$ cat config.mk
export PLATFORM = sky130hd
export DESIGN_NAME = nibble_level_run_decoder
export DESIGN_NICKNAME = d
export VERILOG_FILES = /design/src/sv/nlrd_pkg.sv /design/src/sv/nlrd_core.sv /design/src/sv/nlrd_res_buf.sv /design/src/sv/nibble_level_run_decoder.sv
export SDC_FILE = /design/constraint.sdc
export NUM_CORES = 1
export LEC_CHECK = 0
export ABC_AREA = 1
export BUFFER_PORTS_ARGS = -buffer_cell sky130_fd_sc_hd__buf_4
export CAP_MARGIN = 25
export CORE_MARGIN = 8
export CORE_UTILIZATION = 40
export DETAILED_ROUTE_END_ITERATION = 16
export SETUP_SLACK_MARGIN = 0.2
export SLEW_MARGIN = 40
export SYNTH_ARGS = -nofsm -noshare
export SYNTH_HDL_FRONTEND = slang
export SYNTH_SLANG_ARGS = --single-unit
$ cat constraint.sdc
create_clock -name clk -period 11.14 [get_ports clk]
set_input_delay 1.671 -clock clk [delete_from_list [all_inputs] [get_ports clk]]
set_output_delay 1.671 -clock clk [all_outputs]
set_load 0.005 [all_outputs]
$ cat src/sv/nlrd_pkg.sv
// Package for the nibble level run decoder.
// Holds the result and decoder state types, codes and the nibble step function.
// No dependencies.
`default_nettype none

package nlrd_pkg;

    localparam int RES_MAX = 3;

    localparam logic [16:0] ACC_MAX  = 17'h1FFFF;
    localparam logic [17:0] NIB_MAX  = 18'h3FFFF;
    localparam logic [16:0] CONS_MAX = 17'h1FFFF;

    typedef enum logic [1:0] {
        PH_HDR_HI = 2'd0,
        PH_HDR_LO = 2'd1,
        PH_BODY   = 2'd2,
        PH_IDLE   = 2'd3
    } phase_t;

    typedef enum logic [1:0] {
        ST_OK      = 2'd0,
        ST_SHORT   = 2'd1,
        ST_CAP     = 2'd2,
        ST_RAN_OUT = 2'd3
    } status_t;

    typedef enum logic {
        CFG_INITIAL_LEVEL  = 1'b0,
        CFG_LEVEL_CAPACITY = 1'b1
    } cfg_idx_t;

    typedef struct packed {
        logic [3:0]  level;
        logic [15:0] run_length;
        logic        done_res;
        status_t     status;
        logic [16:0] consumed_bytes;
    } res_t;

    // remaining counts down from the declared total
    typedef struct packed {
        logic [15:0] remaining;
        logic [3:0]  lvl;
        logic [16:0] acc;
        logic        in_rep;
        logic [17:0] nread;
    } body_state_t;

    typedef struct packed {
        body_state_t st;
        logic        emit;
        logic [15:0] len;
    } nib_out_t;

    function automatic nib_out_t nib_step(body_state_t s_in, logic [3:0] nib);
        nib_out_t    o;
        logic [17:0] want;
        o      = '0;
        o.st   = s_in;
        want   = '0;
        if (o.st.nread != NIB_MAX)
            o.st.nread = o.st.nread + 18'd1;
        if (o.st.in_rep)
        begin
            if (o.st.acc[16:14] != 3'd0)
                o.st.acc = ACC_MAX;
            else
                o.st.acc = {o.st.acc[13:0], nib[2:0]};
            if (!nib[3])
            begin
                o.st.in_rep = 1'b0;
                want        = {1'b0, o.st.acc} + 18'd3;
                o.emit      = 1'b1;
                o.st.acc    = '0;
            end
        end
        else if (nib != 4'd0)
        begin
            o.st.lvl = nib;
            want     = 18'd1;
            o.emit   = 1'b1;
        end
        else
        begin
            o.st.in_rep = 1'b1;
            o.st.acc    = '0;
        end
        if (o.emit)
        begin
            o.len          = (want > {2'b00, o.st.remaining}) ? o.st.remaining : want[15:0];
            o.st.remaining = o.st.remaining - o.len;
        end
        return o;
    endfunction

    function automatic logic [16:0] body_consumed(logic [17:0] nread);
        logic [18:0] half;
        logic [18:0] total;
        half  = ({1'b0, nread} + 19'd1) >> 1;
        total = half + 19'd2;
        if (total > {2'b00, CONS_MAX})
            return CONS_MAX;
        return total[16:0];
    endfunction

endpackage

`default_nettype wire

$ cat src/sv/nlrd_core.sv
// Decoder core: phase and body state registers, one byte decoded per beat.
// Produces up to three results per byte. Depends on nlrd_pkg.
`default_nettype none

module nlrd_core
    import nlrd_pkg::*;
(
    input  wire logic                 clk,
    input  wire logic                 rst_n,
    input  wire logic                 fire,
    input  wire logic [7:0]           data_byte,
    input  wire logic                 first_byte,
    input  wire logic                 final_byte,
    input  wire logic [3:0]           initial_level,
    input  wire logic [15:0]          level_capacity,
    output res_t      [RES_MAX-1:0]   res,
    output logic      [1:0]           res_cnt
);

    phase_t      phase_reg;
    phase_t      phase_next;
    body_state_t st_reg;
    body_state_t st_next;
    nib_out_t    hi_out;
    nib_out_t    lo_out;
    phase_t      ph;

    always_ff @(posedge clk or negedge rst_n)
    begin
        if (!rst_n)
        begin
            phase_reg <= PH_HDR_HI;
            st_reg    <= '0;
        end
        else
        begin
            phase_reg <= phase_next;
            st_reg    <= st_next;
        end
    end

    always_comb
    begin
        phase_next = phase_reg;
        st_next    = st_reg;
        res        = '0;
        res_cnt    = 2'd0;
        hi_out     = '0;
        lo_out     = '0;
        ph         = phase_reg;
        if (fire)
        begin
            if (first_byte)
                ph = PH_HDR_HI;
            phase_next = ph;
            unique case (ph)
                PH_IDLE:
                begin
                end
                PH_HDR_HI:
                begin
                    st_next.remaining = {data_byte, 8'h00};
                    st_next.acc       = '0;
                    st_next.in_rep    = 1'b0;
                    st_next.nread     = '0;
                    if (final_byte)
                    begin
                        res[0]     = '{st_reg.lvl, 16'd0, 1'b1, ST_SHORT, 17'd1};
                        res_cnt    = 2'd1;
                        phase_next = PH_IDLE;
                    end
                    else
                        phase_next = PH_HDR_LO;
                end
                PH_HDR_LO:
                begin
                    st_next.remaining = {st_reg.remaining[15:8], data_byte};
                    st_next.lvl       = initial_level;
                    phase_next        = PH_IDLE;
                    res_cnt           = 2'd1;
                    priority if (st_next.remaining > level_capacity)
                        res[0] = '{initial_level, 16'd0, 1'b1, ST_CAP, 17'd2};
                    else if (st_next.remaining == 16'd0)
                        res[0] = '{initial_level, 16'd0, 1'b1, ST_OK, 17'd2};
                    else if (final_byte)
                        res[0] = '{initial_level, 16'd0, 1'b1, ST_RAN_OUT, 17'd2};
                    else
                    begin
                        res_cnt    = 2'd0;
                        phase_next = PH_BODY;
                    end
                end
                PH_BODY:
                begin
                    hi_out  = nib_step(st_reg, data_byte[7:4]);
                    st_next = hi_out.st;
                    if (hi_out.emit)
                    begin
                        res[res_cnt] = '{hi_out.st.lvl, hi_out.len, 1'b0, ST_OK, 17'd0};
                        res_cnt      = res_cnt + 2'd1;
                    end
                    if (hi_out.st.remaining == 16'd0)
                    begin
                        res[res_cnt] = '{hi_out.st.lvl, 16'd0, 1'b1, ST_OK,
                                         body_consumed(hi_out.st.nread)};
                        res_cnt      = res_cnt + 2'd1;
                        phase_next   = PH_IDLE;
                    end
                    else
                    begin
                        lo_out  = nib_step(hi_out.st, data_byte[3:0]);
                        st_next = lo_out.st;
                        if (lo_out.emit)
                        begin
                            res[res_cnt] = '{lo_out.st.lvl, lo_out.len, 1'b0, ST_OK, 17'd0};
                            res_cnt      = res_cnt + 2'd1;
                        end
                        if (lo_out.st.remaining == 16'd0)
                        begin
                            res[res_cnt] = '{lo_out.st.lvl, 16'd0, 1'b1, ST_OK,
                                             body_consumed(lo_out.st.nread)};
                            res_cnt      = res_cnt + 2'd1;
                            phase_next   = PH_IDLE;
                        end
                        else if (final_byte)
                        begin
                            res[res_cnt] = '{lo_out.st.lvl, 16'd0, 1'b1, ST_RAN_OUT,
                                             body_consumed(lo_out.st.nread)};
                            res_cnt      = res_cnt + 2'd1;
                            phase_next   = PH_IDLE;
                        end
                    end
                end
                default:
                begin
                end
            endcase
        end
    end

    a_body_remaining: assert property (@(posedge clk) disable iff (!rst_n)
        phase_reg == PH_BODY |-> st_reg.remaining != 16'd0)
        else $error("body phase with nothing left to emit");

    a_idle_silent: assert property (@(posedge clk) disable iff (!rst_n)
        fire && phase_reg == PH_IDLE && !first_byte |-> res_cnt == 2'd0)
        else $error("result produced after end of sound");

    a_done_last: assert property (@(posedge clk) disable iff (!rst_n)
        fire && res_cnt == 2'd3 |-> res[2].done_res && !res[0].done_res && !res[1].done_res)
        else $error("final status result not last in beat");

endmodule

`default_nettype wire

$ cat src/sv/nlrd_res_buf.sv
// Result buffer: holds the results of one byte and drains them one per beat.
// Depends on nlrd_pkg.
`default_nettype none

module nlrd_res_buf
    import nlrd_pkg::*;
(
    input  wire logic               clk,
    input  wire logic               rst_n,
    input  wire logic               load,
    input  wire res_t [RES_MAX-1:0] ld_res,
    input  wire logic [1:0]         ld_cnt,
    output logic                    can_load,
    output logic                    head_valid,
    input  wire logic               head_ready,
    output res_t                    head
);

    res_t [RES_MAX-1:0] slot_reg;
    logic [1:0]         cnt_reg;
    logic               pop;

    assign head_valid = (cnt_reg != 2'd0);
    assign pop        = head_valid && head_ready;
    assign can_load   = (cnt_reg == 2'd0) || ((cnt_reg == 2'd1) && head_ready);
    assign head       = slot_reg[0];

    always_ff @(posedge clk or negedge rst_n)
    begin
        if (!rst_n)
            cnt_reg <= 2'd0;
        else if (load)
            cnt_reg <= ld_cnt;
        else if (pop)
            cnt_reg <= cnt_reg - 2'd1;
    end

    always_ff @(posedge clk)
    begin
        if (load)
            slot_reg <= ld_res;
        else if (pop)
        begin
            slot_reg[0] <= slot_reg[1];
            slot_reg[1] <= slot_reg[2];
        end
    end

endmodule

`default_nettype wire

$ cat src/sv/nibble_level_run_decoder.sv
// Top level of the nibble level run decoder: byte input register, config
// registers, decoder core and result buffer. Depends on nlrd_pkg, nlrd_core, nlrd_res_buf.
//
// Decodes a sound sent as bytes: two header bytes give a big-endian sample
// count, then each body byte carries two nibbles that set a level or encode
// a repeat run. Each result beat is one run (level, run_length) or a final
// status beat with done_res set, status and consumed_bytes. A byte is
// registered when taken, then decoded once the result buffer can load. While
// res_ready is high, a byte giving at most one result sustains one byte per cycle;
// with more (at most three) the next byte waits as the buffer drains one beat per cycle.
// Write initial_level (index 0) and level_capacity (index 1) only while idle.
`default_nettype none

module nibble_level_run_decoder
    import nlrd_pkg::*;
(
    input  wire logic        clk,
    input  wire logic        rst_n,
    input  wire logic        cfg_valid,
    output logic             cfg_ready,
    input  wire logic        cfg_index,
    input  wire logic [15:0] cfg_data,
    input  wire logic        byte_valid,
    output logic             byte_ready,
    input  wire logic [7:0]  data_byte,
    input  wire logic        first_byte,
    input  wire logic        final_byte,
    output logic             res_valid,
    input  wire logic        res_ready,
    output logic [3:0]       level,
    output logic [15:0]      run_length,
    output logic             done_res,
    output logic [1:0]       status,
    output logic [16:0]      consumed_bytes
);

    logic               byte_valid_reg;
    logic [7:0]         data_reg;
    logic               first_reg;
    logic               final_reg;
    logic [3:0]         init_level_reg;
    logic [15:0]        capacity_reg;
    logic               can_load;
    logic               fire;
    res_t [RES_MAX-1:0] core_res;
    logic [1:0]         core_cnt;
    res_t               head;

    assign cfg_ready  = 1'b1;
    assign fire       = byte_valid_reg && can_load;
    assign byte_ready = !byte_valid_reg || fire;

    always_ff @(posedge clk or negedge rst_n)
    begin
        if (!rst_n)
        begin
            init_level_reg <= 4'd0;
            capacity_reg   <= 16'hFFFF;
        end
        else if (cfg_valid)
        begin
            unique case (cfg_idx_t'(cfg_index))
                CFG_INITIAL_LEVEL:  init_level_reg <= cfg_data[3:0];
                CFG_LEVEL_CAPACITY: capacity_reg   <= cfg_data;
                default:
                begin
                end
            endcase
        end
    end

    always_ff @(posedge clk or negedge rst_n)
    begin
        if (!rst_n)
            byte_valid_reg <= 1'b0;
        else if (byte_ready)
            byte_valid_reg <= byte_valid;
    end

    always_ff @(posedge clk)
    begin
        if (byte_ready && byte_valid)
        begin
            data_reg  <= data_byte;
            first_reg <= first_byte;
            final_reg <= final_byte;
        end
    end

    nlrd_core u_core (
        .clk            (clk),
        .rst_n          (rst_n),
        .fire           (fire),
        .data_byte      (data_reg),
        .first_byte     (first_reg),
        .final_byte     (final_reg),
        .initial_level  (init_level_reg),
        .level_capacity (capacity_reg),
        .res            (core_res),
        .res_cnt        (core_cnt)
    );

    nlrd_res_buf u_res_buf (
        .clk        (clk),
        .rst_n      (rst_n),
        .load       (fire),
        .ld_res     (core_res),
        .ld_cnt     (core_cnt),
        .can_load   (can_load),
        .head_valid (res_valid),
        .head_ready (res_ready),
        .head       (head)
    );

    assign level          = head.level;
    assign run_length     = head.run_length;
    assign done_res       = head.done_res;
    assign status         = head.status;
    assign consumed_bytes = head.consumed_bytes;

endmodule

`default_nettype wire

==> results_dict.tcl, run 1 <==
set metrics [dict create \
    placed_cells 3225 \
    drive_gt1_share_pct 13.75 \
    postRouteAntennaNets 0 \
    p_leak_uw 0.009530 \
    fin_skew_ns 0.01815 \
    timing.final.hold_violations 0 \
    power_frac_seq_pct 21.8 \
    drc 0 \
    min_path_cells 2 \
    wl_um 61830 \
    async_reset_ff_share_pct 41.97 \
    maxSlewViolCount 0 \
    hold_slack_ns 0.4842 \
    end_kind "flop" \
    regArea_mm2 0.005410 \
    ys_ff_latch 193 \
    die_area_mm2 0.05128 \
    antenna_cells 0 \
    clkLatencyLatePin_ns 0.50 \
    fin_cells 3262 \
    crit_top_cell "nand2_1" \
    path_max_fanout 24 \
    start_util_pct 40.32 \
    yosysTopAreaCellShare_pct 18.99 \
    status "completed" \
    relSlewSlack_pct 45.76 \
    drtIter0Drc 1637 \
    p_sw_share_pct 50.71 \
    synthFlopType "edfxtp_1" \
    cts_root_buf "clkbuf_16" \
    tritoncts "yes" \
    r2r_end "u_res_buf.head[23]" \
    die_w_um 226.4 \
    firstDrtPassIters 7 \
    htreeDepth 4 \
    synth_commonest_cells "747 x nand2_1, 328 x inv_1, 226 x nor2_1, 186 x nand3_1, 155 x o21ai_0" \
    overflow 0 \
    cap_violations 0 \
    cellPowerDensity_mw_per_mm2 280.6 \
    period_needed_ns 10.04 \
    place_ws_ns -0.07746 \
    switching_power_uw 2810 \
    p_comb_share_pct 66.4 \
    syn_avg_cell_area_um2 6.819 \
    ctsLongestPathBuffers 2 \
    grt_pass1_vias 17095 \
    path_class "flop to flop" \
    num_vias 17957 \
    fillers 4599 \
    min_period_over_period_pct 90.15 \
    io_pins 75 \
    start_kind "flop" \
    numClockSinks 193 \
    setup_viol 0 \
    synth-seq-area-share_pct 30.54 \
    antenna_found_initial 0 \
    multi_input_area_mm2 0.01040 \
    max_stage_delay_ns 0.43 \
    die_h_um 226.4 \
    hold_start "capacity_reg[9]" \
    dpl.hpwl_um 47990 \
    place.gp.congestion 0.9318 \
    critPathBufInv 11 \
    cp_slowest_cell "fa_1" \
    area_growth_syn_to_layout_pct 11.46 \
    port_buffers 73 \
    reg2reg_slack_ns 1.10 \
    design_area_mm2 0.01974 \
    synth_warnings 0 \
    grt_usage_pct 24.12 \
    finalSetupTns_ns 0 \
    vdd_drop_max_v 0.0001869 \
    layout.nets 2789 \
    yosysTopAreaCell "edfxtp_1" \
    worst_slack_ns 1.097 \
    wl_per_cell_um 18.96 \
    grt_max_degree 71 \
    netlist_top_cells_area "edfxtp_1 19%, nand2_1 16%, dfrtp_1 9.2%" \
    max_freq_ghz 0.09957 \
    clkTransAtPathRegs_ns 0.08 \
    cts_made_buffers 17 \
    synth_most_common_cell "nand2_1" \
    required_ns 11.41 \
    r2r_cells 67 \
    min-delay-path-class "flop to flop" \
    path_delay_family "simple AND/OR/NAND/NOR gates" \
    placed_area_mm2 0.01899 \
    synth_nets 2730 \
    core_area_mm2 0.04393 \
    r2r-start "u_core.st_reg[33]" \
    tightestPinTransition_ns 0.8135 \
    syn_area_mm2 0.01771 \
    min_to "capacity_reg[9]" \
    worst-path-stages 67 \
    synth_cell_types 66 \
    synth_edf_count 112 \
    vias_per_cell 5.505 \
    clockPowerShare_pct 11.8 \
    grt_pass1_wl_um 96230 \
    ctsHoldBuffers 0 \
    p_int_uw 2730 \
    syn_inst 2598 \
    fp-row-count 77 \
    rsz0062_at_grt "false" \
    worstPathArrival_ns 10.31 \
    largest_register_ffs 62 \
]
[stage by stage]
stage	power, uW	util [%]
floorplan	3430	-
global placement	4750	43.12
detailed placement	4760	43.23
CTS	5440	44.66
global route	5979	44.94
finish	5540	44.94
[layout by cell type, fill, tap and decap left out, types with 40 or more instances in the layout]
cell and instances:
nand2_2 40, nand4_1 49, buf_4 158, inv_1 325, edfxtp_1 112, a21oi_1 99, nand3_1 183, o22ai_1 45
ha_1 97, nand2_1 744, dfrtp_1 65, o21ai_0 138, nor2_1 218
[worst reg2reg max path, delay by kind of cell (launching register included)]
family | cells | cell delay (ns)
compound gates | 21 | 3.18
fa+ha+maj | 4 | 1.32
simple gates | 30 | 3.51
buf+inv | 11 | 1.26
xor+xnor | 1 | 0.15
flops | 1 | 0.40
[worst max-delay path by stage]
stage	slack, ns	to	startpoint
global placement	-0.09	u_res_buf.cnt_reg[1]	u_core.st_reg[33]
global route	0.19	u_res_buf.head[23]	u_core.st_reg[33]
floorplan	2.04	u_res_buf.head[23]	u_core.st_reg[33]
CTS	0.20	u_res_buf.head[37]	u_core.st_reg[33]
finish	1.10	u_res_buf.head[23]	u_core.st_reg[33]
detailed placement	-0.08	u_res_buf.head[32]	u_core.st_reg[33]
[cell type report]
class	count	share of cell area [%]
clock buffer	17	2.155
clock inverter	15	1.020
inverter	349	6.654
multi-input combinational	1934	52.66
sequential	193	27.40
tap	592	3.752
timing repair buffer	162	6.362
[power by group through the flow]
stage / Combinational (uW) / Clock, uW / Sequential [uW]
finish: 3680 / 655 / 1210
global route: 4060 / 690 / 1230
CTS: 3560 / 670 / 1210
detailed placement: 3540 / 0 / 1220
global placement: 3540 / 0 / 1210
floorplan: 2260 / 0 / 1170
[what timing repair did]
item,CTS,global route
pin swaps,0,4
endpoints found under the setup margin,104,112
cloned,0,1
setup buffers,0,4
gates resized for setup,3,37
[routing by layer]
metal	GRT usage (%)	up-vias	share of wire (%)	wire length, um
met5	0	-	0	0
met4	11.98	0	4.9	3034
met3	3.764	125	6.1	3765
met2	38.91	683	46	28470
met1	31.18	8472	43	26560
li1	-	8677	-	-
[cell families (layout without fill, tap and decap cells)]
logic type | Yosys count | in the layout | synth area share [%]
simple gates | 1372 | 1373 | 34.56
buf+inv | 472 | 543 | 11.50
compound gates | 418 | 418 | 14.03
flops | 193 | 193 | 30.54
fa+ha+maj | 100 | 100 | 7.148
xor+xnor | 42 | 42 | 2.204
other cells | 1 | 1 | 0.02117
(Power assumes the default switching activity.)
==> inputs of run 2 (changes only) <==
Settings changed: CELL_PAD_IN_SITES_DETAIL_PLACEMENT set to 0, CELL_PAD_IN_SITES_GLOBAL_PLACEMENT set to 1, CTS_CLUSTER_DIAMETER set to 100, PLACE_DENSITY_LB_ADDON set to 0.1.
==> run 2 against run 1 <==
Against the previous run: critical path depth rose by 5; critical endpoint is now u_res_buf.head[0]; worst hold slack improved by 0.010 ns; utilization fell by 0.24 points; wire length rose by 1.7%; sequential share of layout area rose by 0.15 points; via count fell by 3.7%; clock-buffer cell count did not move.
==> results_dict.tcl, run 2 (synthesis gave the netlist of run 1 again) <==
set metrics [dict create \
    status "completed" \
    grt_usage_pct 24.82 \
    met1_usage_pct 29.10 \
    clkTransAtPathRegs_ns 0.08 \
    min_period_over_period_pct 89.08 \
    numClockSinks 193 \
    core_area_mm2 0.04393 \
    wl_per_cell_um 19.38 \
    final_cell_mix "744 x nand2_1, 324 x inv_1, 215 x nor2_1, 183 x nand3_1" \
    p_leak_uw 0.009453 \
    tightestPinTransition_ns 0.8618 \
    largest_register_ffs 62 \
    cp_slowest_cell "dfrtp_1" \
    crit_top_cell "nand2_1" \
    ctsLongestPathBuffers 2 \
    r2r_cells 72 \
    cts_root_buf "clkbuf_16" \
    hold_slack_ns 0.4946 \
    grt_pass1_vias 17073 \
    grtUsageMet3_pct 3.220 \
    die_area_mm2 0.05128 \
    r2r_end "u_res_buf.head[0]" \
    r2r-start "u_core.st_reg[35]" \
    cts_made_buffers 17 \
    reg2reg_slack_ns 1.22 \
    die_h_um 226.4 \
    num_vias 17295 \
    ctsHoldBuffers 0 \
    layout_commonest_cell "nand2_1" \
    drive_gt1_share_pct 13.48 \
    layout.nets 2774 \
    placed_area_mm2 0.01892 \
    required_ns 11.51 \
    max_freq_ghz 0.1008 \
    end_kind "flop" \
    maxSlewViolCount 0 \
    drc 0 \
    setup_viol 0 \
    drtIter0Drc 1088 \
    cellPowerDensity_mw_per_mm2 275.6 \
    met2_usage_pct 43.53 \
    grt_pass1_wl_um 97350 \
    fillers 4731 \
    postRouteAntennaNets 0 \
    wl_um 62910 \
    firstDrtPassIters 6 \
    path_max_fanout 25 \
    worstPathArrival_ns 10.30 \
    place.gp.congestion 0.9318 \
    worst-path-stages 72 \
    vias_per_cell 5.326 \
    vdd_drop_max_v 0.0001786 \
    port_buffers 73 \
    min-delay-path-class "flop to flop" \
    relSlewSlack_pct 41.94 \
    period_needed_ns 9.924 \
    start_util_pct 40.32 \
    path_delay_family "simple AND/OR/NAND/NOR gates" \
    fin_skew_ns 0.01436 \
    start_kind "flop" \
    grt_max_degree 82 \
    tritoncts "yes" \
    dpl.hpwl_um 49400 \
    max_stage_delay_ns 0.42 \
    startpoint "u_core.st_reg[35]" \
    io_pins 75 \
    fp-row-count 77 \
    path_class "flop to flop" \
    area_growth_syn_to_layout_pct 10.85 \
    antenna_cells 0 \
    grt-busiest-layer "met2" \
    die_w_um 226.4 \
    rsz0062_at_grt "false" \
    cap_violations 0 \
    clkLatencyLatePin_ns 0.50 \
    htreeDepth 4 \
    design_area_mm2 0.01964 \
    antenna_found_initial 0 \
    timing.final.hold_violations 0 \
    overflow 0 \
    endpoint "u_res_buf.head[0]" \
    cts_setup_buffers 0 \
    critPathBufInv 9 \
]
-- run 2: routing by layer --
layer	wire (um)	share of wire (%)	up-vias
met5	0	0	-
met4	3579	5.7	0
met3	2216	3.5	132
met2	31220	50	390
met1	25900	41	8127
li1	-	-	8646
-- run 2: worst min path at each step --
| stage | start | to | slack (ns) | cells past startpoint |
|---|---|---|---|---|
| 6_report | capacity_reg[1] | capacity_reg[1] | 0.49 | 2 |
| 5_1_grt | capacity_reg[7] | capacity_reg[7] | 0.52 | 2 |
| 4_1_cts | capacity_reg[7] | capacity_reg[7] | 0.50 | 2 |
| 3_5_place_dp | capacity_reg[7] | capacity_reg[7] | 0.48 | 2 |
| 3_3_place_gp | capacity_reg[12] | capacity_reg[12] | 0.48 | 2 |
| 2_1_floorplan | capacity_reg[4] | capacity_reg[4] | 0.45 | 2 |
-- run 2: power breakdown --
part | internal [uW] | switching, uW
combinational | 1260 | 2320
sequential | 1080 | 116
clock | 317 | 322
total | 2660 | 2760
-- run 2: worst register-to-register path, delay by kind of cell (launching register included) --
| kind | cells | cell delay [ns] |
|---|---|---|
| AND/OR/NAND/NOR | 38 | 3.77 |
| AO/OA/AOI/OAI | 19 | 2.92 |
| adder cells (fa/ha/maj) | 5 | 1.55 |
| buffers and inverters | 9 | 1.00 |
| flip-flops | 1 | 0.42 |
| XOR/XNOR | 1 | 0.14 |
-- run 2: what timing repair did --
item / 4_1_cts / 5_1_grt
pin swaps: 0 / 3
endpoints found under the setup margin: 106 / 107
gates resized for setup: 7 / 40
-- run 2: through the flow --
| step | power [uW] | utilization (%) | setup WS, ns | std cells | TNS (ns) |
|---|---|---|---|---|---|
| finish | 5412 | 44.70 | 1.216 | 3247 | 0 |
| global route | 5885 | 44.70 | 0.2455 | 3247 | 0 |
| CTS | 5386 | 44.44 | 0.3020 | 3247 | 0 |
| detailed placement | 4710 | 43.07 | -0.4491 | 3215 | -31.97 |
| global placement | 4712 | 43.02 | -0.3878 | 3215 | -25.83 |
| floorplan | 3430 | - | 2.038 | 2598 | 0 |
-- run 2: cell type report --
| cell class | count | area (um2) | area share (%) |
|---|---|---|---|
| tap | 592 | 740.7 | 3.772 |
| clock buffer | 17 | 425.4 | 2.166 |
| clock inverter | 15 | 158.9 | 0.8092 |
| timing repair buffer | 148 | 1156 | 5.888 |
| multi-input combinational | 1933 | 10430 | 53.10 |
| inverter | 349 | 1319 | 6.716 |
| sequential | 193 | 5410 | 27.55 |
